File: src/design/dcm_pkg.sv
// ----------------------------------------------------------------------------
// dcm_pkg
// Types and constants shared by the signed 64-bit decimal check core:
// beat layouts, scan state, and the decimal digits of the 64-bit limit.
// ----------------------------------------------------------------------------
package dcm_pkg;

    // one character beat of the argument string
    typedef struct packed {
        logic [7:0] char_code;
        logic       has_char;
        logic       last;
    } dcm_in_t;

    // one verdict beat, given for each last beat of a string
    typedef struct packed {
        logic       valid_res;
        logic [7:0] result_code;
    } dcm_out_t;

    typedef enum logic [1:0] {
        PH_START = 2'd0,
        PH_SIGN  = 2'd1,
        PH_BODY  = 2'd2
    } dcm_phase_t;

    typedef enum logic [1:0] {
        CMP_EQUAL   = 2'd0,
        CMP_LESS    = 2'd1,
        CMP_GREATER = 2'd2
    } dcm_cmp_t;

    typedef struct packed {
        dcm_phase_t phase;
        logic       negative;
        logic [7:0] residue;
        logic [4:0] sig_count;
        dcm_cmp_t   limit_cmp;
        logic       bad_char;
    } dcm_state_t;

    localparam dcm_state_t STATE_RESET = '{
        phase:     PH_START,
        negative:  1'b0,
        residue:   8'd0,
        sig_count: 5'd0,
        limit_cmp: CMP_EQUAL,
        bad_char:  1'b0
    };

    localparam logic [4:0] LIMIT_LEN    = 5'd19;
    localparam logic [4:0] COUNT_SAT    = 5'd20;
    localparam logic [7:0] INVALID_CODE = 8'd2;
    localparam logic [3:0] NEG_LAST_DIGIT = 4'd8;

    localparam logic [7:0] CH_PLUS  = 8'h2B;
    localparam logic [7:0] CH_MINUS = 8'h2D;
    localparam logic [7:0] CH_ZERO  = 8'h30;
    localparam logic [7:0] CH_NINE  = 8'h39;

    // digits of 9223372036854775807, most significant first
    localparam logic [3:0] LIM_DIGITS [19] = '{
        4'd9, 4'd2, 4'd2, 4'd3, 4'd3, 4'd7, 4'd2, 4'd0, 4'd3, 4'd6,
        4'd8, 4'd5, 4'd4, 4'd7, 4'd7, 4'd5, 4'd8, 4'd0, 4'd7
    };

endpackage

File: src/design/dcm_char_step.sv
// ----------------------------------------------------------------------------
// dcm_char_step
// Next scan state for one character: sign, leading zeros, digit count,
// running compare against the 64-bit limit, and residue modulo 256.
// ----------------------------------------------------------------------------
module dcm_char_step (
    input  dcm_pkg::dcm_state_t state,
    input  logic [7:0]          char_code,
    input  logic                has_char,
    output dcm_pkg::dcm_state_t state_next
);

    logic       is_sign;
    logic       is_digit;
    logic [3:0] digit;
    logic [3:0] lim;
    logic [7:0] residue_x10;

    assign is_sign  = (state.phase == dcm_pkg::PH_START)
                   && ((char_code == dcm_pkg::CH_PLUS) || (char_code == dcm_pkg::CH_MINUS));
    assign is_digit = (char_code >= dcm_pkg::CH_ZERO) && (char_code <= dcm_pkg::CH_NINE);
    assign digit    = char_code[3:0];

    // times ten as 8x + 2x, kept to 8 bits
    assign residue_x10 = {state.residue[4:0], 3'b000} + {state.residue[6:0], 1'b0};

    always_comb
    begin
        lim = 4'd0;
        if (state.sig_count < dcm_pkg::LIMIT_LEN)
        begin
            lim = dcm_pkg::LIM_DIGITS[state.sig_count];
        end
        if ((state.sig_count == dcm_pkg::LIMIT_LEN - 5'd1) && state.negative)
        begin
            lim = dcm_pkg::NEG_LAST_DIGIT;
        end
    end

    always_comb
    begin
        state_next = state;
        if (has_char)
        begin
            if (is_sign)
            begin
                state_next.negative = (char_code == dcm_pkg::CH_MINUS);
                state_next.phase    = dcm_pkg::PH_SIGN;
            end
            else if (!is_digit)
            begin
                state_next.phase    = dcm_pkg::PH_BODY;
                state_next.bad_char = 1'b1;
                if ((state.sig_count != 5'd0) && (state.sig_count < dcm_pkg::COUNT_SAT))
                begin
                    state_next.sig_count = state.sig_count + 5'd1;
                end
            end
            else
            begin
                state_next.phase   = dcm_pkg::PH_BODY;
                state_next.residue = residue_x10 + {4'd0, digit};
                // leading zeros only touch the residue and the phase
                if (!((state.sig_count == 5'd0) && (digit == 4'd0)))
                begin
                    if ((state.sig_count < dcm_pkg::LIMIT_LEN)
                        && (state.limit_cmp == dcm_pkg::CMP_EQUAL))
                    begin
                        if (digit < lim)
                        begin
                            state_next.limit_cmp = dcm_pkg::CMP_LESS;
                        end
                        else if (digit > lim)
                        begin
                            state_next.limit_cmp = dcm_pkg::CMP_GREATER;
                        end
                    end
                    if (state.sig_count < dcm_pkg::COUNT_SAT)
                    begin
                        state_next.sig_count = state.sig_count + 5'd1;
                    end
                end
            end
        end
    end

endmodule

File: src/design/dcm_verdict.sv
// ----------------------------------------------------------------------------
// dcm_verdict
// Final verdict from the scan state: range and syntax check, and the exit
// code with negative values folded into 0..255.
// ----------------------------------------------------------------------------
module dcm_verdict (
    input  dcm_pkg::dcm_state_t state,
    output dcm_pkg::dcm_out_t   verdict
);

    logic       ok;
    logic [7:0] code;

    always_comb
    begin
        ok = (state.phase == dcm_pkg::PH_BODY) && !state.bad_char;
        if (state.sig_count > dcm_pkg::LIMIT_LEN)
        begin
            ok = 1'b0;
        end
        if ((state.sig_count == dcm_pkg::LIMIT_LEN)
            && (state.limit_cmp == dcm_pkg::CMP_GREATER))
        begin
            ok = 1'b0;
        end
        code = state.negative ? (8'd0 - state.residue) : state.residue;
        verdict.valid_res   = ok;
        verdict.result_code = ok ? code : dcm_pkg::INVALID_CODE;
    end

endmodule

File: src/design/decimal_int64_check_mod256_core.sv
// ----------------------------------------------------------------------------
// decimal_int64_check_mod256_core
// Checks a decimal argument string, one character per beat, for a valid
// signed 64-bit integer and gives the value modulo 256 as an exit code.
// ----------------------------------------------------------------------------
// The block takes one character beat per clock cycle while no last beat is
// held back: a beat is registered in an input register, the character logic
// updates the scan state and, on a beat marked last, the verdict is registered
// in an output register. Beats that are not last never wait for the output
// side; a last beat waits only while the previous verdict is still held and
// not taken. An optional leading sign, leading zeros, up to 19 significant
// digits and the 64-bit limit are checked; an invalid string (empty, sign
// only, non-digit, out of range) gives valid_res 0 and result_code 2. After
// each last beat the scan state returns to its reset values for the next
// string.
module decimal_int64_check_mod256_core (
    input  logic              clk,
    input  logic              rst_n,
    // character beats
    input  logic              item_valid,
    output logic              item_ready,
    input  dcm_pkg::dcm_in_t  item,
    // verdict beats
    output logic              res_valid,
    input  logic              res_ready,
    output dcm_pkg::dcm_out_t res
);

    // input register stage
    logic                s1_valid_reg;
    logic                s1_valid_next;
    dcm_pkg::dcm_in_t    s1_data_reg;

    // scan state
    dcm_pkg::dcm_state_t state_reg;
    dcm_pkg::dcm_state_t state_next;
    dcm_pkg::dcm_state_t state_step;

    // output register stage
    logic                out_valid_reg;
    logic                out_valid_next;
    dcm_pkg::dcm_out_t   out_data_reg;
    dcm_pkg::dcm_out_t   verdict;

    logic                out_free;
    logic                s1_advance;

    // the output slot is free when empty or being drained this cycle
    assign out_free   = !out_valid_reg || res_ready;
    // only a last beat needs the output slot
    assign s1_advance = s1_valid_reg && (!s1_data_reg.last || out_free);
    assign item_ready = !s1_valid_reg || s1_advance;

    dcm_char_step u_step (
        .state      (state_reg),
        .char_code  (s1_data_reg.char_code),
        .has_char   (s1_data_reg.has_char),
        .state_next (state_step)
    );

    dcm_verdict u_verdict (
        .state   (state_step),
        .verdict (verdict)
    );

    always_comb
    begin
        s1_valid_next = s1_valid_reg;
        if (item_valid && item_ready)
        begin
            s1_valid_next = 1'b1;
        end
        else if (s1_advance)
        begin
            s1_valid_next = 1'b0;
        end

        state_next = state_reg;
        if (s1_advance)
        begin
            // a finished string starts the next one from reset
            state_next = s1_data_reg.last ? dcm_pkg::STATE_RESET : state_step;
        end

        out_valid_next = out_valid_reg;
        if (s1_advance && s1_data_reg.last)
        begin
            out_valid_next = 1'b1;
        end
        else if (res_ready)
        begin
            out_valid_next = 1'b0;
        end
    end

    always_ff @(posedge clk or negedge rst_n)
    begin
        if (!rst_n)
        begin
            s1_valid_reg  <= 1'b0;
            state_reg     <= dcm_pkg::STATE_RESET;
            out_valid_reg <= 1'b0;
        end
        else
        begin
            s1_valid_reg  <= s1_valid_next;
            state_reg     <= state_next;
            out_valid_reg <= out_valid_next;
        end
    end

    // payload registers, no reset
    always_ff @(posedge clk)
    begin
        if (item_valid && item_ready)
        begin
            s1_data_reg <= item;
        end
        if (s1_advance && s1_data_reg.last)
        begin
            out_data_reg <= verdict;
        end
    end

    assign res_valid = out_valid_reg;
    assign res       = out_data_reg;

    // a last beat leaving the input stage always yields a verdict beat
    a_last_gives_verdict: assert property (@(posedge clk) disable iff (!rst_n)
        (s1_advance && s1_data_reg.last) |=> out_valid_reg)
        else $error("last beat did not load the verdict register");

    // scan state is back at reset after each string
    a_state_cleared: assert property (@(posedge clk) disable iff (!rst_n)
        (s1_advance && s1_data_reg.last) |=> (state_reg == dcm_pkg::STATE_RESET))
        else $error("scan state not cleared after last beat");

    // an invalid verdict carries the invalid code
    a_invalid_code: assert property (@(posedge clk) disable iff (!rst_n)
        (out_valid_reg && !out_data_reg.valid_res)
            |-> (out_data_reg.result_code == dcm_pkg::INVALID_CODE))
        else $error("invalid verdict with wrong code");

    // the significant digit count saturates
    a_count_sat: assert property (@(posedge clk) disable iff (!rst_n)
        state_reg.sig_count <= dcm_pkg::COUNT_SAT)
        else $error("significant digit count past saturation");

    // a held verdict never blocks a beat that is not last
    a_no_false_stall: assert property (@(posedge clk) disable iff (!rst_n)
        (s1_valid_reg && !s1_data_reg.last) |-> item_ready)
        else $error("input stalled behind a beat that needs no output slot");

endmodule

File: config.mk
export PLATFORM = sky130hd
export DESIGN_NAME = decimal_int64_check_mod256_core
export DESIGN_NICKNAME = d
export VERILOG_FILES = /design/src/design/dcm_pkg.sv /design/src/design/dcm_char_step.sv /design/src/design/dcm_verdict.sv /design/src/design/decimal_int64_check_mod256_core.sv
export SDC_FILE = /design/constraint.sdc
export NUM_CORES = 1
export LEC_CHECK = 0
export ABC_AREA = 1
export BUFFER_PORTS_ARGS = -buffer_cell sky130_fd_sc_hd__buf_4
export CORE_MARGIN = 2
export CORE_UTILIZATION = 60
export DETAILED_ROUTE_END_ITERATION = 8
export GPL_TIMING_DRIVEN = 0
export PLACE_DENSITY_LB_ADDON = 0.1
export REMOVE_ABC_BUFFERS = 1
export SLEW_MARGIN = 40
export SYNTH_ARGS = -nofsm -noshare
export SYNTH_HDL_FRONTEND = slang
export SYNTH_SLANG_ARGS = --single-unit
File: constraint.sdc
create_clock -name clk -period 3.91 [get_ports clk]
set_clock_uncertainty 0.2 [all_clocks]
set_input_delay 0.782 -clock clk [delete_from_list [all_inputs] [get_ports clk]]
set_output_delay 0.782 -clock clk [all_outputs]
set_load 0.005 [all_outputs]
### Word level (Yosys, flattened, before mapping)

Memories as Yosys holds them, arrays and structs flattened.
Cells that the tools add are included.

* bits in registers: 40
* bits in read-only memories: 128
* input port bits: 14
* output and inout bits: 11
* memories kept: 1

* $add $sub $neg: 4
* magnitude comparators: 8
* eq/ne operators: 6
* mux-type cells: 26
* bitwise logic cells: 1
* reductions and logical operators: 26

Memory list
* (name not given): words 32, bits a word 4, rd ports 1, clocked after Yosys merged registers in 0, wr ports 0, line dcm_char_step.sv:32 `lim = dcm_pkg::LIM_DIGITS[state.sig_count];`

Operators by type and width (number)
* 19-bit 2-to-1 mux: 2
* 8-bit by 6-bit == test with 1-bit output, second input constant: 2
* 16-bit 2-to-1 mux: 1
* 4-bit 2-to-1 mux: 4
* 8-bit 2-to-1 mux: 2
* 5-bit 2-to-1 mux: 3
* 1-bit logical AND: 11
* 5-bit == test, second input constant: 2
* 5-bit less-than comparator, second input constant: 2
* 2-bit 2-to-1 mux: 5
* 8-bit by 4-bit adder with 8-bit output: 1
* 8-bit adder: 1
* 8-bit by 6-bit greater-or-equal comparator with 1-bit output, second input constant: 1
* 8-bit by 6-bit less-or-equal comparator with 1-bit output, second input constant: 1
* 1-bit 2-to-1 mux: 8
* 1-bit by 8-bit subtractor with 8-bit output, first input constant: 1
* 7-bit 2-to-1 mux: 1
* 6-bit greater-or-equal comparator, second input constant: 1
* 5-bit NOT with 6-bit output: 1
* 5-bit by 1-bit adder with 5-bit output, second input constant: 1
* 5-bit greater-than comparator, second input constant: 1
* 5-bit logical NOT: 1
* 5-bit nonzero test: 1
* 2-bit == test, second input constant: 2
* 7 further kinds: 15

### Longest topological paths before layout

Gate-level depths: netlist (run 1).

* depth after elaboration: 18
* depth in mapped cells: 19
* depth with buffers taken out: 18

### Cells and area by module

From an unflattened synthesis (run 1), not the netlist that was laid out.

* cell total of the unflattened synthesis: 401
* area, all modules: 2865.2 um^2

Modules (own cells, without submodules)
* decimal_int64_check_mod256_core: times used 1, cells an instance 112, area an instance 1397.6 um^2, sequential area each 1096.1 um^2
* dcm_char_step: times used 1, cells an instance 233, area an instance 1196.1 um^2, sequential area each 0.0 um^2
* dcm_verdict: times used 1, cells an instance 56, area an instance 271.5 um^2, sequential area each 0.0 um^2

### Least setup slack after synthesis (run 1)

Ideal clock, no wire load.

* path kind: reg2reg
* start point: register s1_data_reg[5] (netlist name)
* end point: register out_data_reg, in the netlist res[7], data pin
* library setup time: 254 ps
* arrival time: 2425 ps
* required time: 3456 ps
* path slack: 1030 ps
* stages on the path, launching flop included: 16
* path buffers: 0
* period minus slack after synthesis: 2880 ps
* cells stage by stage: edfxtp_1 > fa_1 > inv_1 > fa_1 > nand3b_1 > nand2_1 > xnor2_1 > nor2_1 > nor2_2 > nand2_1 > nand2_1 > nand2_1 > nand2_1 > nand2_1 > inv_1 > nor2_2

* word-level cells in the longest chain between the ends: 11

RTL lines
* from (decl): line decimal_int64_check_mod256_core.sv:32 `dcm_pkg::dcm_in_t s1_data_reg;`
* from (signal assigned): line decimal_int64_check_mod256_core.sv:117 `s1_data_reg <= item;`
* 4-bit greater-than comparator: line dcm_char_step.sv:73 `else if (digit > lim)`
* 2-bit 2-to-1 mux: line dcm_char_step.sv:73
* 2-bit 2-to-1 mux: line dcm_char_step.sv:69 `if (digit < lim)`
* 2-bit 2-to-1 mux: line dcm_char_step.sv:66 `if ((state.sig_count < dcm_pkg::LIMIT_LEN)`
* 7-bit 2-to-1 mux: line dcm_char_step.sv:64 `if (!((state.sig_count == 5'd0) && (digit == 4'd0)))`
* 2-bit 2-to-1 mux: line dcm_char_step.sv:50 `else if (!is_digit)`
* 16-bit 2-to-1 mux: line dcm_char_step.sv:45 `if (is_sign)`
* 19-bit 2-to-1 mux (*): line dcm_char_step.sv:43 `if (has_char)`
* parallel branches: the longest is 3 deep, another holds 1-bit by 8-bit subtractor with 8-bit output
* to (signal assigned): line decimal_int64_check_mod256_core.sv:121 `out_data_reg <= verdict;`
* to (decl): line decimal_int64_check_mod256_core.sv:42 `dcm_pkg::dcm_out_t out_data_reg;`

Every way passes the cells marked *.
A chain may end at the register's enable or synchronous reset.

### Final worst setup path (run 1)

* start point: register state_reg[3] (netlist name)
* end point: register out_data_reg, in the netlist res[5], data pin

* word-level cells in the longest chain between the ends: 17

RTL lines
* from (decl): line decimal_int64_check_mod256_core.sv:35 `dcm_pkg::dcm_state_t state_reg;`
* from (signal assigned): line decimal_int64_check_mod256_core.sv:101 `state_reg <= dcm_pkg::STATE_RESET;`
* from (signal assigned): line decimal_int64_check_mod256_core.sv:107 `state_reg <= state_next;`
* 5-bit NOT with 6-bit output (not written as such): line dcm_char_step.sv:32
* memory 32 x 4 bit
* 4-bit 2-to-1 mux (not written as such) (2 in series): line dcm_char_step.sv:32
* 4-bit 2-to-1 mux: line dcm_char_step.sv:30 `if (state.sig_count < dcm_pkg::LIMIT_LEN)`
* 4-bit 2-to-1 mux: line dcm_char_step.sv:34 `if ((state.sig_count == dcm_pkg::LIMIT_LEN - 5'd1) && state.negative)`
* 4-bit greater-than comparator: line dcm_char_step.sv:73
* 2-bit 2-to-1 mux: line dcm_char_step.sv:73
* 2-bit 2-to-1 mux: line dcm_char_step.sv:69
* 2-bit 2-to-1 mux: line dcm_char_step.sv:66
* 7-bit 2-to-1 mux: line dcm_char_step.sv:64
* 2-bit 2-to-1 mux: line dcm_char_step.sv:50
* 16-bit 2-to-1 mux: line dcm_char_step.sv:45
* 19-bit 2-to-1 mux (*): line dcm_char_step.sv:43
* 2-bit == test: line dcm_verdict.sv:22 `&& (state.limit_cmp == dcm_pkg::CMP_GREATER))`
* 1-bit logical AND: line dcm_verdict.sv:22
* 1-bit 2-to-1 mux (*): line dcm_verdict.sv:21 `if ((state.sig_count == dcm_pkg::LIMIT_LEN)`

Mark *: on every way between the ends. The rest lies on a longest branch, timed or not. The select of a mux whose other input is x is not followed.

==> results of run 1 <==
## metrics by stage
stage,hold slack (ns),area (sq um),util
after global routing,0.189,3180,0.678
after global placement,0.300,3100,0.660
after CTS,0.184,3180,0.678
after detailed placement,0.315,3100,0.660
final,0.166,3180,0.678
after floorplan,0.270,2850,-
## how the worst min path moves through the flow
stage / start / slack (ns) / end
2_1_floorplan: state_reg[18] / 0.27 / state_reg[18]
3_3_place_gp: state_reg[18] / 0.30 / state_reg[18]
3_5_place_dp: state_reg[18] / 0.32 / state_reg[18]
4_1_cts: rst_n / 0.18 / state_reg[15]
5_1_grt: rst_n / 0.19 / state_reg[14]
6_report: rst_n / 0.17 / state_reg[15]
## worst max-delay path, stage by stage, from the launching register on
cell and delay (ns):
sky130_fd_sc_hd__dfrtp_1 0.46, sky130_fd_sc_hd__inv_1 0.18, sky130_fd_sc_hd__ha_1 0.23, sky130_fd_sc_hd__nand2_1 0.09, sky130_fd_sc_hd__nor4_1 0.07, sky130_fd_sc_hd__nor3_1 0.23, sky130_fd_sc_hd__o311ai_0 0.18, sky130_fd_sc_hd__ha_1 0.33
sky130_fd_sc_hd__inv_1 0.04, sky130_fd_sc_hd__o21bai_1 0.11, sky130_fd_sc_hd__a31oi_1 0.10, sky130_fd_sc_hd__nand3_1 0.14, sky130_fd_sc_hd__nand2_1 0.08, sky130_fd_sc_hd__nor2_1 0.08, sky130_fd_sc_hd__nand2_1 0.07, sky130_fd_sc_hd__nand2_2 0.09
sky130_fd_sc_hd__nand2_2 0.05, sky130_fd_sc_hd__nand2_2 0.15, sky130_fd_sc_hd__nor2_1 0.06
## layer usage
metal,track usage,routed length (um)
met4,0.0626,55
met3,0.0384,244
met5,0,0
met1,0.333,2690
met2,0.396,2880
## synthesized netlist by cell type, types with 2 or more instances
library cell,number,share of area
sky130_fd_sc_hd__nand2_1,99,0.13
sky130_fd_sc_hd__inv_1,55,0.071
sky130_fd_sc_hd__nor2_1,27,0.035
sky130_fd_sc_hd__dfrtp_1,21,0.18
sky130_fd_sc_hd__ha_1,20,0.087
sky130_fd_sc_hd__edfxtp_1,19,0.20
sky130_fd_sc_hd__nand3_1,19,0.033
sky130_fd_sc_hd__o21ai_0,13,0.023
sky130_fd_sc_hd__nand2_2,12,0.026
sky130_fd_sc_hd__a21oi_1,10,0.017
sky130_fd_sc_hd__o22ai_1,9,0.019
sky130_fd_sc_hd__nand4_1,7,0.015
sky130_fd_sc_hd__inv_2,5,0.0065
sky130_fd_sc_hd__nand3_2,5,0.017
sky130_fd_sc_hd__xor2_1,5,0.015
sky130_fd_sc_hd__nor2_2,4,0.0087
sky130_fd_sc_hd__nor2_4,4,0.016
sky130_fd_sc_hd__xnor2_1,3,0.0091
sky130_fd_sc_hd__a21boi_0,2,0.0052
sky130_fd_sc_hd__a31oi_1,2,0.0043
sky130_fd_sc_hd__fa_1,2,0.014
sky130_fd_sc_hd__nor3_1,2,0.0035
sky130_fd_sc_hd__o211ai_1,2,0.0052
sky130_fd_sc_hd__o21ai_4,2,0.011
sky130_fd_sc_hd__o31ai_1,2,0.0052
## power groups by stage
stage	Combinational [W]	Sequential, W	Clock [W]
finish	0.000420	0.000521	0.000273
global route	0.000488	0.000526	0.000291
CTS	0.000425	0.000519	0.000275
detailed placement	0.000421	0.000528	0
global placement	0.000411	0.000527	0
floorplan	0.000321	0.000517	0
## area by class of cell
class,count,area [sq um]
multi-input cells,261,1530
fillers,402,1510
flip-flops and latches,40,1100
inverters,60,225
repair buffers,24,180
clock buffers,6,72.6
well taps,54,67.6
clock inverters,2,12.5
## kinds of logic (layout without fill, tap and decap cells)
kind of cell / Yosys count / in the layout / share of synthesized area
flops: 40 / 40 / 0.379
fa+ha+maj: 22 / 22 / 0.100
simple gates: 183 / 183 / 0.294
compound gates: 48 / 48 / 0.111
buf+inv: 65 / 92 / 0.0918
xor+xnor: 8 / 8 / 0.0242
==> summary by stage, run 1 <==
Die
The die outline height is 73.4 um. The starting utilization of the core area is 0.616. The total die area is 5390 sq um. The floorplan core area is 4690 sq um. The number of standard-cell rows in the floorplan is 25. The floorplan step set the die width to 73.4 um. Pin placement for this block handled 25 I/O pins.

Timing
The count of final max-slew check failures is 0. The fmax is 0.316 GHz. Adding up every negative setup slack in the final design gives 0 ns. The hold violation count in the final report came to 0. In the finished design, the share of the clock period the worst path needs comes to 0.810. Setup violations remaining at the end of the flow were counted as 0. Setup repair after global routing left no endpoint under its margin. The worst pin sits at a relative slew slack of 0.507.

The worst-case setup margin in the final layout is 0.744 ns. The transition time at the pin with the least slew margin is 0.737 ns. Subtracting the final worst setup slack from the clock period gives 3.17 ns.

Finish
The final instance count without filler cells is 447. The flip-flop count of the largest register, all copies and words added is 19. Leaving out fill and tap cells, the most frequent cell in the layout is sky130_fd_sc_hd__nand2_1. The top cell types in the final layout, fill and taps aside, are 99 x sky130_fd_sc_hd__nand2_1, 55 x sky130_fd_sc_hd__inv_1, 27 x sky130_fd_sc_hd__nor2_1, 24 x sky130_fd_sc_hd__buf_4, 21 x sky130_fd_sc_hd__dfrtp_1. In the final layout, the share of cells above drive strength 1 is 0.170. The relative area change from synthesis to final layout is 10.1%.

The net total in the final layout is 428. The number of inserted diodes is 0.

Run
The tool flagged a number of max-cap violations equal to 0.

Synthesis
The async set-reset flop share out of synthesis is 0.525. Yosys mapped the design onto 40 distinct sky130hd cell types. After synthesis the cells add up to 2890 sq um.

In the synthesized netlist the dominant register cell turns out to be sky130_fd_sc_hd__dfrtp_1. The average footprint of a synthesized cell is 7.90 sq um. The number of synthesized flops with an enable pin is 19. The sequential-to-total area share from yosys stat is 0.379. The synthesized design contains 40 register bits. The warning count from the yosys run is 0. In the synthesized netlist, the number of instances is 366.

Placement
Before CTS, the worst setup slack after placement is 0.726 ns. The number of input and output port buffers inserted is 24. In this run, placement finished with an instance count of 439.

The wire-length estimate of the detail-placed layout is 4.46 mm. The last weighted congestion value of the routability-driven placer is 0.841.

CTS
The CTS tree is built. The root buffer cell chosen for the clock tree is sky130_fd_sc_hd__clkbuf_8. Buffers inserted during clock tree synthesis total 5. The post-cts gate resize count is 0. The number of buffers on the longest clock path is 2. The H-tree generated during clock tree synthesis spans 2 levels. Buffers added to address setup during post-CTS repair amount to 0.

For the worst-skew pair, the clock arrives at the later sink with an insertion delay of 0.29 ns. The number of sinks handled by clock tree synthesis is 40. The CTS clock-pin slew for the worst setup and hold paths is 0.08 ns. Buffers inserted to repair hold after CTS numbered 0.

Power and ir drop
Summed over all nets, the switching power comes to 0.000442 W. For this design the ratio of total power to cell area is 381 nW/um^2. In this run the static leakage power is 1.60 nW.

The portion of total power attributed to combinational logic is 0.346. The fraction of power consumed by sequential logic is 0.429. The fraction of power spent switching nets is 0.364. The largest vdd supply drop is 0.271 mV. The share of total power dissipated in the clock network is 0.225.

After layout, the design draws a total of 0.00121 W. Cell internal power was estimated by the tool at 0.000772 W.

Routing
The routed layout has 2,398 vias. The number of design rule violations left after detail routing is 0. The first detailed-routing pass ran for 4 iterations. The first routing iteration left 78 violations. The remaining antenna violation count after routing is 0. The mean number of vias per cell is 5.36. The detail-routed net length per standard cell is 13.1 um. Wires add up to 5.87 mm.

Setup path
The flop-to-flop setup slack is 0.74 ns. The worst setup path is launched from a register. The worst register-to-register path ends at res[5]. Data on the critical path is required at its endpoint by 3.77 ns.

For the worst flop-to-flop path, the logic depth is 18. The capturing element type of the critical path is a register. In this run the worst setup path begins at state_reg[3]. Data on the critical path arrives at its endpoint at 3.02 ns. The critical path in this run is classified as reg -> reg. The launching point of the worst reg2reg path is state_reg[3]. Of all nets on the critical path, the largest fanout is 7. In this run the worst setup path terminates at res[5].

Global route
The first global-routing pass estimated 9.92 mm of wire. The total track usage is 0.241. The residual overflow from global routing is 0.

The largest net degree at the start of global routing is 22. The via count of the first global-routing pass was 2,163. The initial antenna violation count is 0.

Worst hold path
The tightest min-delay check is of the in -> async type.

Outcome
The flow ran to the end, and the final reports show no timing, DRC or antenna violations.
Power figures use the tool's default switching activity.
==> run 2, diff against run 1 <==
==> constraint.sdc (replaced) <==
create_clock -name clk -period 3.3 [get_ports clk]
set_clock_uncertainty 0.2 [all_clocks]
set_input_delay 0.66 -clock clk [delete_from_list [all_inputs] [get_ports clk]]
set_output_delay 0.66 -clock clk [all_outputs]
set_load 0.005 [all_outputs]
==> summary by stage, run 2 (synthesis gave the netlist of run 1 again) <==
Outcome
Outcome: finished clean (unchanged).

Global route
The via count of the first global-routing pass is 2,163 (unchanged). The residual overflow from global routing came to 0 (unchanged). The initial antenna violation count was 0 (unchanged). The total track usage is 0.241 (unchanged). The largest net degree at the start of global routing is 22 (unchanged). The first-pass GRT wire length came to 9.92 mm (unchanged).

Finish
The cell area after layout is 3200 sq um (was 3180 sq um). The relative area change from synthesis to final layout is 10.7% (was 10.1%). The most common cell after layout, fill and taps aside is sky130_fd_sc_hd__nand2_1 (unchanged). The number of inserted filler cells in the final layout is 400 (was 402).

The utilization of the core after routing is 0.682 (was 0.678). The net total in the final layout came to 429 (was 428). The number of inserted diodes is 0 (unchanged). The flip-flop count of the largest register, all copies and words added is 19 (unchanged). Most frequent cells in the layout: 99 x sky130_fd_sc_hd__nand2_1, 53 x sky130_fd_sc_hd__inv_1, 27 x sky130_fd_sc_hd__nor2_1, 25 x sky130_fd_sc_hd__buf_4, 20 x sky130_fd_sc_hd__ha_1 (was 99 x sky130_fd_sc_hd__nand2_1, 55 x sky130_fd_sc_hd__inv_1, 27 x sky130_fd_sc_hd__nor2_1, 24 x sky130_fd_sc_hd__buf_4, 21 x sky130_fd_sc_hd__dfrtp_1).

The fraction of final layout cells sized beyond drive strength 1 is 0.185 (was 0.170).

Routing
The number of design rule violations left after detail routing came to 0 (unchanged). The detail-routed net length per standard cell is 13.0 um (was 13.1 um). The mean number of vias per cell is 5.37 (was 5.36). The length of the first detailed-routing pass in iterations is 4 (unchanged). The via count was 2,405 (was 2,398). The remaining antenna violation count after routing is 0 (unchanged). The detailed router's first-iteration violation count is 80 (was 78). The aggregate routed wire length is 5.83 mm (was 5.87 mm).

Die
The floorplan core area came to 4690 sq um (unchanged). The die outline height is 73.4 um (unchanged). The number of standard-cell rows in the floorplan is 25 (unchanged). The starting utilization of the core area is 0.616 (unchanged). The I/O pin count is 25 (unchanged). The total die area is 5390 sq um (unchanged). The horizontal die dimension is 73.4 um (unchanged).

Setup path
The largest incremental delay on the critical path is 0.59 ns (was 0.46 ns). The startpoint type of the worst setup path is a register (unchanged). The combined buffer and inverter count along the critical path is 2 (unchanged). The category of the most critical setup path is reg -> reg (unchanged).

The launching point of the worst reg2reg path is s1_data_reg[5] (was state_reg[3]). The library cell contributing the largest single delay on the critical path is sky130_fd_sc_hd__fa_1 (was sky130_fd_sc_hd__dfrtp_1). The most frequent cell on the critical path is sky130_fd_sc_hd__nand2_1.

The capturing element type of the critical path is a register (unchanged). Series of cell instances along the critical path: fa_1, inv_1, fa_1, nand3b_1, nand2_1, xnor2_1, nor2_1, nor2_2, nand2_1, nand2_1, nand2_1, nand2_1, nand2_1, inv_1, nor2_2 (was inv_1, ha_1, nand2_1, nor4_1, nor3_1, o311ai_0, ha_1, inv_1, o21bai_1, a31oi_1, nand3_1, nand2_1, nor2_1, nand2_1, nand2_2, nand2_2, nand2_2, nor2_1). The required time reported for the critical path endpoint is 3.16 ns (was 3.77 ns). The arrival time reported for the critical path endpoint is 2.90 ns (was 3.02 ns). The cell class contributing the biggest share of worst-path delay is adder cells (was simple AND/OR/NAND/NOR gates).

The largest fanout on the critical path is 4 (was 7). The worst setup path startpoint is s1_data_reg[5] (was state_reg[3]).

Timing
The transition time at the pin with the least slew margin is 0.722 ns (was 0.737 ns). The hold violation count in the final report came to 0 (unchanged). Setup repair after global routing missed its margin: no (unchanged). The final setup violation count was 0 (unchanged).

The portion of the clock cycle consumed by the worst path in the final layout is 0.921 (was 0.810). The time the final worst path needs with I/O delays and setup is 3.04 ns (was 3.17 ns). The setup total negative slack came to 0 ns (unchanged). The count of final max-slew check failures is 0 (unchanged). The relative slew slack came to 0.517 (was 0.507).

The fmax came to 0.329 GHz (was 0.316 GHz).

CTS
The insertion delay to the later sink of the worst-skew pair is 0.29 ns (about the same). The CTS clock-pin slew for the worst setup and hold paths is 0.08 ns (about the same). The number of buffers inserted for hold repair after clock tree synthesis is 0 (unchanged). The number of CTS-inserted buffers is 5 (unchanged). The root cell of the clock tree is sky130_fd_sc_hd__clkbuf_8 (unchanged). The number of buffers on the longest clock path was 2 (unchanged). The CTS tree is built (unchanged). The level count of the clock H-tree came to 2 (unchanged). The number of sinks handled by clock tree synthesis was 40 (unchanged).

Run
The max-cap check violation count came to 0 (unchanged).

Placement
The last weighted congestion value of the routability-driven placer is 0.841 (unchanged). The number of input and output port buffers inserted came to 24 (unchanged). The half-perimeter wire length after detailed placement came to 4.46 mm (unchanged). The cell area reported after detailed placement is 3100 sq um (unchanged).

Power and ir drop
The power density normalized to cell area is 452 nW/um^2 (was 381 nW/um^2). The fraction of power consumed by sequential logic is 0.427 (was 0.429). The total net switching power was 0.000526 W (was 0.000442 W). The fraction of power spent switching nets is 0.364 (about the same).

The proportion of power drawn by the clock network came to 0.224 (was 0.225). The design internal power was 0.000919 W (was 0.000772 W). The largest vdd supply drop came to 0.321 mV (was 0.271 mV). The portion of total power attributed to combinational logic came to 0.349 (was 0.346). The leakage dissipation is 1.60 nW (about the same).

Worst hold path
The class of the tightest hold or removal check is in -> async (unchanged).
[run 2: cell types whose count changed in the layout (fill, tap and decap cells not counted)]
cell	change
sky130_fd_sc_hd__dfrtp_1	-3
sky130_fd_sc_hd__dfrtp_2	+3
sky130_fd_sc_hd__inv_1	-2
sky130_fd_sc_hd__inv_2	+2
sky130_fd_sc_hd__buf_4	+1
sky130_fd_sc_hd__nand2_2	-1
sky130_fd_sc_hd__nand2_4	+1
sky130_fd_sc_hd__o311ai_0	-1
sky130_fd_sc_hd__o311ai_1	+1
[run 2: layout make-up]
cell class | instances | area, sq um | area share
timing repair buffer | 25 | 188 | 0.0587
clock buffer | 6 | 72.6 | 0.0227
sequential | 40 | 1100 | 0.344
inverter | 60 | 225 | 0.0704
multi-input combinational | 261 | 1530 | 0.479
tap | 54 | 67.6 | 0.0211
clock inverter | 2 | 12.5 | 0.00391
[run 2: per-layer routing]
| layer | track usage | vias up | routed length, um |
|---|---|---|---|
| met2 | 0.396 | 44 | 2850 |
| met4 | 0.0626 | 0 | 78 |
| li1 | - | 1245 | - |
| met3 | 0.0384 | 9 | 177 |
| met5 | 0 | - | 0 |
| met1 | 0.333 | 1107 | 2730 |
[run 2: repair_timing]
action | CTS | global route
gates resized for setup | 0 | 7
setup buffers | 0 | 1
hold endpoints to repair | 0 | 0
endpoints found under the setup margin | 0 | 8
[run 2: metrics by stage]
step | std cells | hold slack (ns) | total power [W] | setup WS [ns]
finish | 448 | 0.0435 | 0.00145 | 0.262
global placement | 439 | 0.300 | 0.00111 | 0.151
floorplan | 361 | 0.164 | 0.000993 | 0.420
CTS | 447 | 0.0619 | 0.00144 | 0.116
global route | 448 | 0.0664 | 0.00155 | 0.0271
detailed placement | 439 | 0.315 | 0.00112 | 0.116
[run 2: worst paths after layout]
kind / endpoint / slack (ns) / cells past startpoint
worst max register to register: res[7] / 0.26 / 15
worst min-delay path: state_reg[15] / 0.04 / 1
worst max-delay path: res[7] / 0.26 / 15
min in group clk: s1_data_reg[1] / 0.34 / 1
max in group asynchronous: state_reg[6] / 2.59 / 1
worst min register to register: res_valid / 0.34 / 2
[run 2: power groups by stage]
stage | registers [W] | clock network, W | logic, W
floorplan | 0.000612 | 0 | 0.000381
global placement | 0.000625 | 0 | 0.000487
detailed placement | 0.000626 | 0 | 0.000498
CTS | 0.000616 | 0.000326 | 0.000503
global route | 0.000625 | 0.000345 | 0.000583
finish | 0.000618 | 0.000323 | 0.000504
==> run 3, diff against run 2 <==
--- a/config.mk
+++ b/config.mk
@@ -7,11 +7,12 @@
 export LEC_CHECK = 0
 export ABC_AREA = 1
 export BUFFER_PORTS_ARGS = -buffer_cell sky130_fd_sc_hd__buf_4
+export CAP_MARGIN = 20
 export CORE_MARGIN = 2
 export CORE_UTILIZATION = 60
 export DETAILED_ROUTE_END_ITERATION = 8
 export GPL_TIMING_DRIVEN = 0
-export PLACE_DENSITY_LB_ADDON = 0.1
+export PLACE_DENSITY = 0.85
 export REMOVE_ABC_BUFFERS = 1
 export SLEW_MARGIN = 40
 export SYNTH_ARGS = -nofsm -noshare
==> summary by stage, run 3 (synthesis gave the netlist of run 1 again) <==
Outcome
Outcome: finished clean (unchanged).

Finish
Most frequent cells in the layout: 99 x sky130_fd_sc_hd__nand2_1, 53 x sky130_fd_sc_hd__inv_1, 28 x sky130_fd_sc_hd__buf_4, 27 x sky130_fd_sc_hd__nor2_1, 20 x sky130_fd_sc_hd__ha_1 (was 99 x sky130_fd_sc_hd__nand2_1, 53 x sky130_fd_sc_hd__inv_1, 27 x sky130_fd_sc_hd__nor2_1, 25 x sky130_fd_sc_hd__buf_4, 20 x sky130_fd_sc_hd__ha_1). The most common cell after layout, fill and taps aside is sky130_fd_sc_hd__nand2_1 (unchanged). The final instance count without filler cells is 451 (was 448). The number of inserted diodes came to 0 (unchanged). The flip-flop count of the largest register, all copies and words added is 19 (unchanged). The relative area change from synthesis to final layout is 12.0% (was 10.7%).

The net total in the final layout is 432 (was 429). The fraction of final layout cells sized beyond drive strength 1 was 0.202 (was 0.185).

Global route
The total track usage is 0.254 (was 0.241). The via count of the first global-routing pass is 2,327 (was 2,163). The largest net degree at the start of global routing is 22 (unchanged). The initial antenna violation count is 0 (unchanged). The first-pass GRT wire length is 10.5 mm (was 9.92 mm). The residual overflow from global routing was 0 (unchanged).

Placement
The setup slack after placement is -0.0241 ns (was 0.116 ns). The half-perimeter wire length after detailed placement is 4.73 mm (was 4.46 mm). The number of input and output port buffers inserted is 24 (unchanged). The number of cells after detailed placement is 439 (unchanged).

The last weighted congestion value of the routability-driven placer came to 0.914 (was 0.841).

Die
The die outline height was 73.4 um (unchanged). The floorplan core area is 4690 sq um (unchanged). The number of standard-cell rows in the floorplan was 25 (unchanged). The total die area is 5390 sq um (unchanged). The I/O pin count is 25 (unchanged). The horizontal die dimension is 73.4 um (unchanged). The starting utilization of the core area is 0.616 (unchanged).

Power and ir drop
The power density normalized to cell area came to 452 nW/um^2 (about the same). The largest vdd supply drop is 0.407 mV (was 0.321 mV). The leakage dissipation is 1.62 nW (was 1.60 nW).

Timing
The hold violation count in the final report is 0 (unchanged). The setup total negative slack is 0 ns (unchanged). The transition time at the pin with the least slew margin is 0.705 ns (was 0.722 ns). The final setup violation count is 0 (unchanged). The fmax is 0.324 GHz (was 0.329 GHz). The count of final max-slew check failures was 0 (unchanged).

Setup repair after global routing missed its margin: no (unchanged). The relative slew slack is 0.526 (was 0.517). The time the final worst path needs with I/O delays and setup is 3.08 ns (was 3.04 ns).

The portion of the clock cycle consumed by the worst path in the final layout is 0.934 (was 0.921). The worst-case setup margin in the final layout is 0.217 ns (was 0.262 ns).

Setup path
The launching point of the worst reg2reg path is s1_data_reg[5] (unchanged). The largest fanout on the critical path is 4 (unchanged). The number of cell instances on the worst register-to-register path is 15 (unchanged). The capturing element type of the critical path is a register (unchanged). The startpoint type of the worst setup path is a register (unchanged). The required time reported for the critical path endpoint is 3.16 ns (about the same). The arrival time reported for the critical path endpoint came to 2.94 ns (was 2.90 ns). The flop-to-flop setup slack was 0.22 ns (was 0.26 ns).

The capture point of the worst reg-to-reg path is res[7] (unchanged). The category of the most critical setup path was reg -> reg (unchanged).

Routing
The length of the first detailed-routing pass in iterations is 4 (unchanged). The via count is 2,512 (was 2,405). The highest metal layer used by the detailed router is met4 (unchanged). The routed length on met1 is 2.65 mm (was 2.73 mm).

The aggregate routed wire length was 6.22 mm (was 5.83 mm). The length of routed met3 wiring is 265 um (was 177 um). The mean number of vias per cell is 5.57 (was 5.37).

The wire length on met2 came to 3.17 mm (was 2.85 mm). The number of design rule violations left after detail routing is 0 (unchanged). The detailed router's first-iteration violation count is 121 (was 80). The remaining antenna violation count after routing is 0 (unchanged). The detail-routed net length per standard cell is 13.8 um (was 13.0 um).

CTS
The root cell of the clock tree is sky130_fd_sc_hd__clkbuf_8 (unchanged). The number of CTS-inserted buffers is 5 (unchanged). The level count of the clock H-tree is 2 (unchanged). The CTS tree was built (unchanged). The number of buffers inserted for hold repair after clock tree synthesis was 0 (unchanged).

The CTS clock-pin slew for the worst setup and hold paths is 0.08 ns (about the same). The number of sinks handled by clock tree synthesis is 40 (unchanged). The insertion delay to the later sink of the worst-skew pair came to 0.29 ns (about the same).

The number of buffers on the longest clock path is 2 (unchanged).

Worst hold path
The class of the tightest hold or removal check is in -> async (unchanged).

Run
The max-cap check violation count is 0 (unchanged).
## run 3: routing by layer
layer	vias to the layer above	track usage
met5	-	0
met4	0	0.0949
met3	13	0.0466
met2	69	0.420
met1	1179	0.332
li1	1251	-
## run 3: how the worst max path moves through the flow
stage | start | to | cells past startpoint
2_1_floorplan | s1_data_reg[5] | res[7] | 15
3_3_place_gp | state_reg[3] | res[0] | 18
3_5_place_dp | state_reg[3] | res[0] | 18
4_1_cts | state_reg[3] | res[0] | 18
5_1_grt | state_reg[3] | res[6] | 18
6_report | s1_data_reg[5] | res[7] | 15
## run 3: through the flow
step           total power [W]  area, sq um   util  hold slack (ns)
6_report               0.00146         3240  0.690           0.0436
5_1_grt                0.00158         3240  0.690           0.0613
4_1_cts                0.00145         3190  0.679           0.0531
3_5_place_dp           0.00113         3100  0.660            0.312
3_3_place_gp           0.00111         3100  0.660            0.302
2_1_floorplan         0.000993         2850      -            0.164
## run 3: final cells by class
type                            count  area, sq um
Fill cell                         365         1460
Clock inverter                      3         18.8
Multi-Input combinational cell    261         1550
Inverter                           60          225
Tap cell                           54         67.6
Clock buffer                        5         68.8
Timing Repair Buffer               28          210
Sequential cell                    40         1100
## run 3: what timing repair did
item,in CTS,in global routing
endpoints found under the hold margin,0,0
endpoints found under the setup margin,7,9
pin swaps,0,1
buffers inserted,0,4
gates resized for setup,1,9
## run 3: worst max-delay path: stages, from the launching register on
cell and delay, ns:
sky130_fd_sc_hd__edfxtp_1 0.46, sky130_fd_sc_hd__fa_1 0.59, sky130_fd_sc_hd__inv_1 0.07, sky130_fd_sc_hd__fa_1 0.45, sky130_fd_sc_hd__nand3b_1 0.18, sky130_fd_sc_hd__nand2_1 0.09, sky130_fd_sc_hd__xnor2_1 0.14, sky130_fd_sc_hd__nor2_1 0.08
sky130_fd_sc_hd__nor2_2 0.17, sky130_fd_sc_hd__nand2_1 0.07, sky130_fd_sc_hd__nand2_1 0.08, sky130_fd_sc_hd__nand2_1 0.06, sky130_fd_sc_hd__nand2_1 0.05, sky130_fd_sc_hd__nand2_1 0.05, sky130_fd_sc_hd__inv_1 0.06, sky130_fd_sc_hd__nor2_2 0.03
## run 3: power by group
part           switching (W)  internal, W
Combinational       0.000317     0.000212
Sequential         0.0000468     0.000569
Clock               0.000170     0.000147
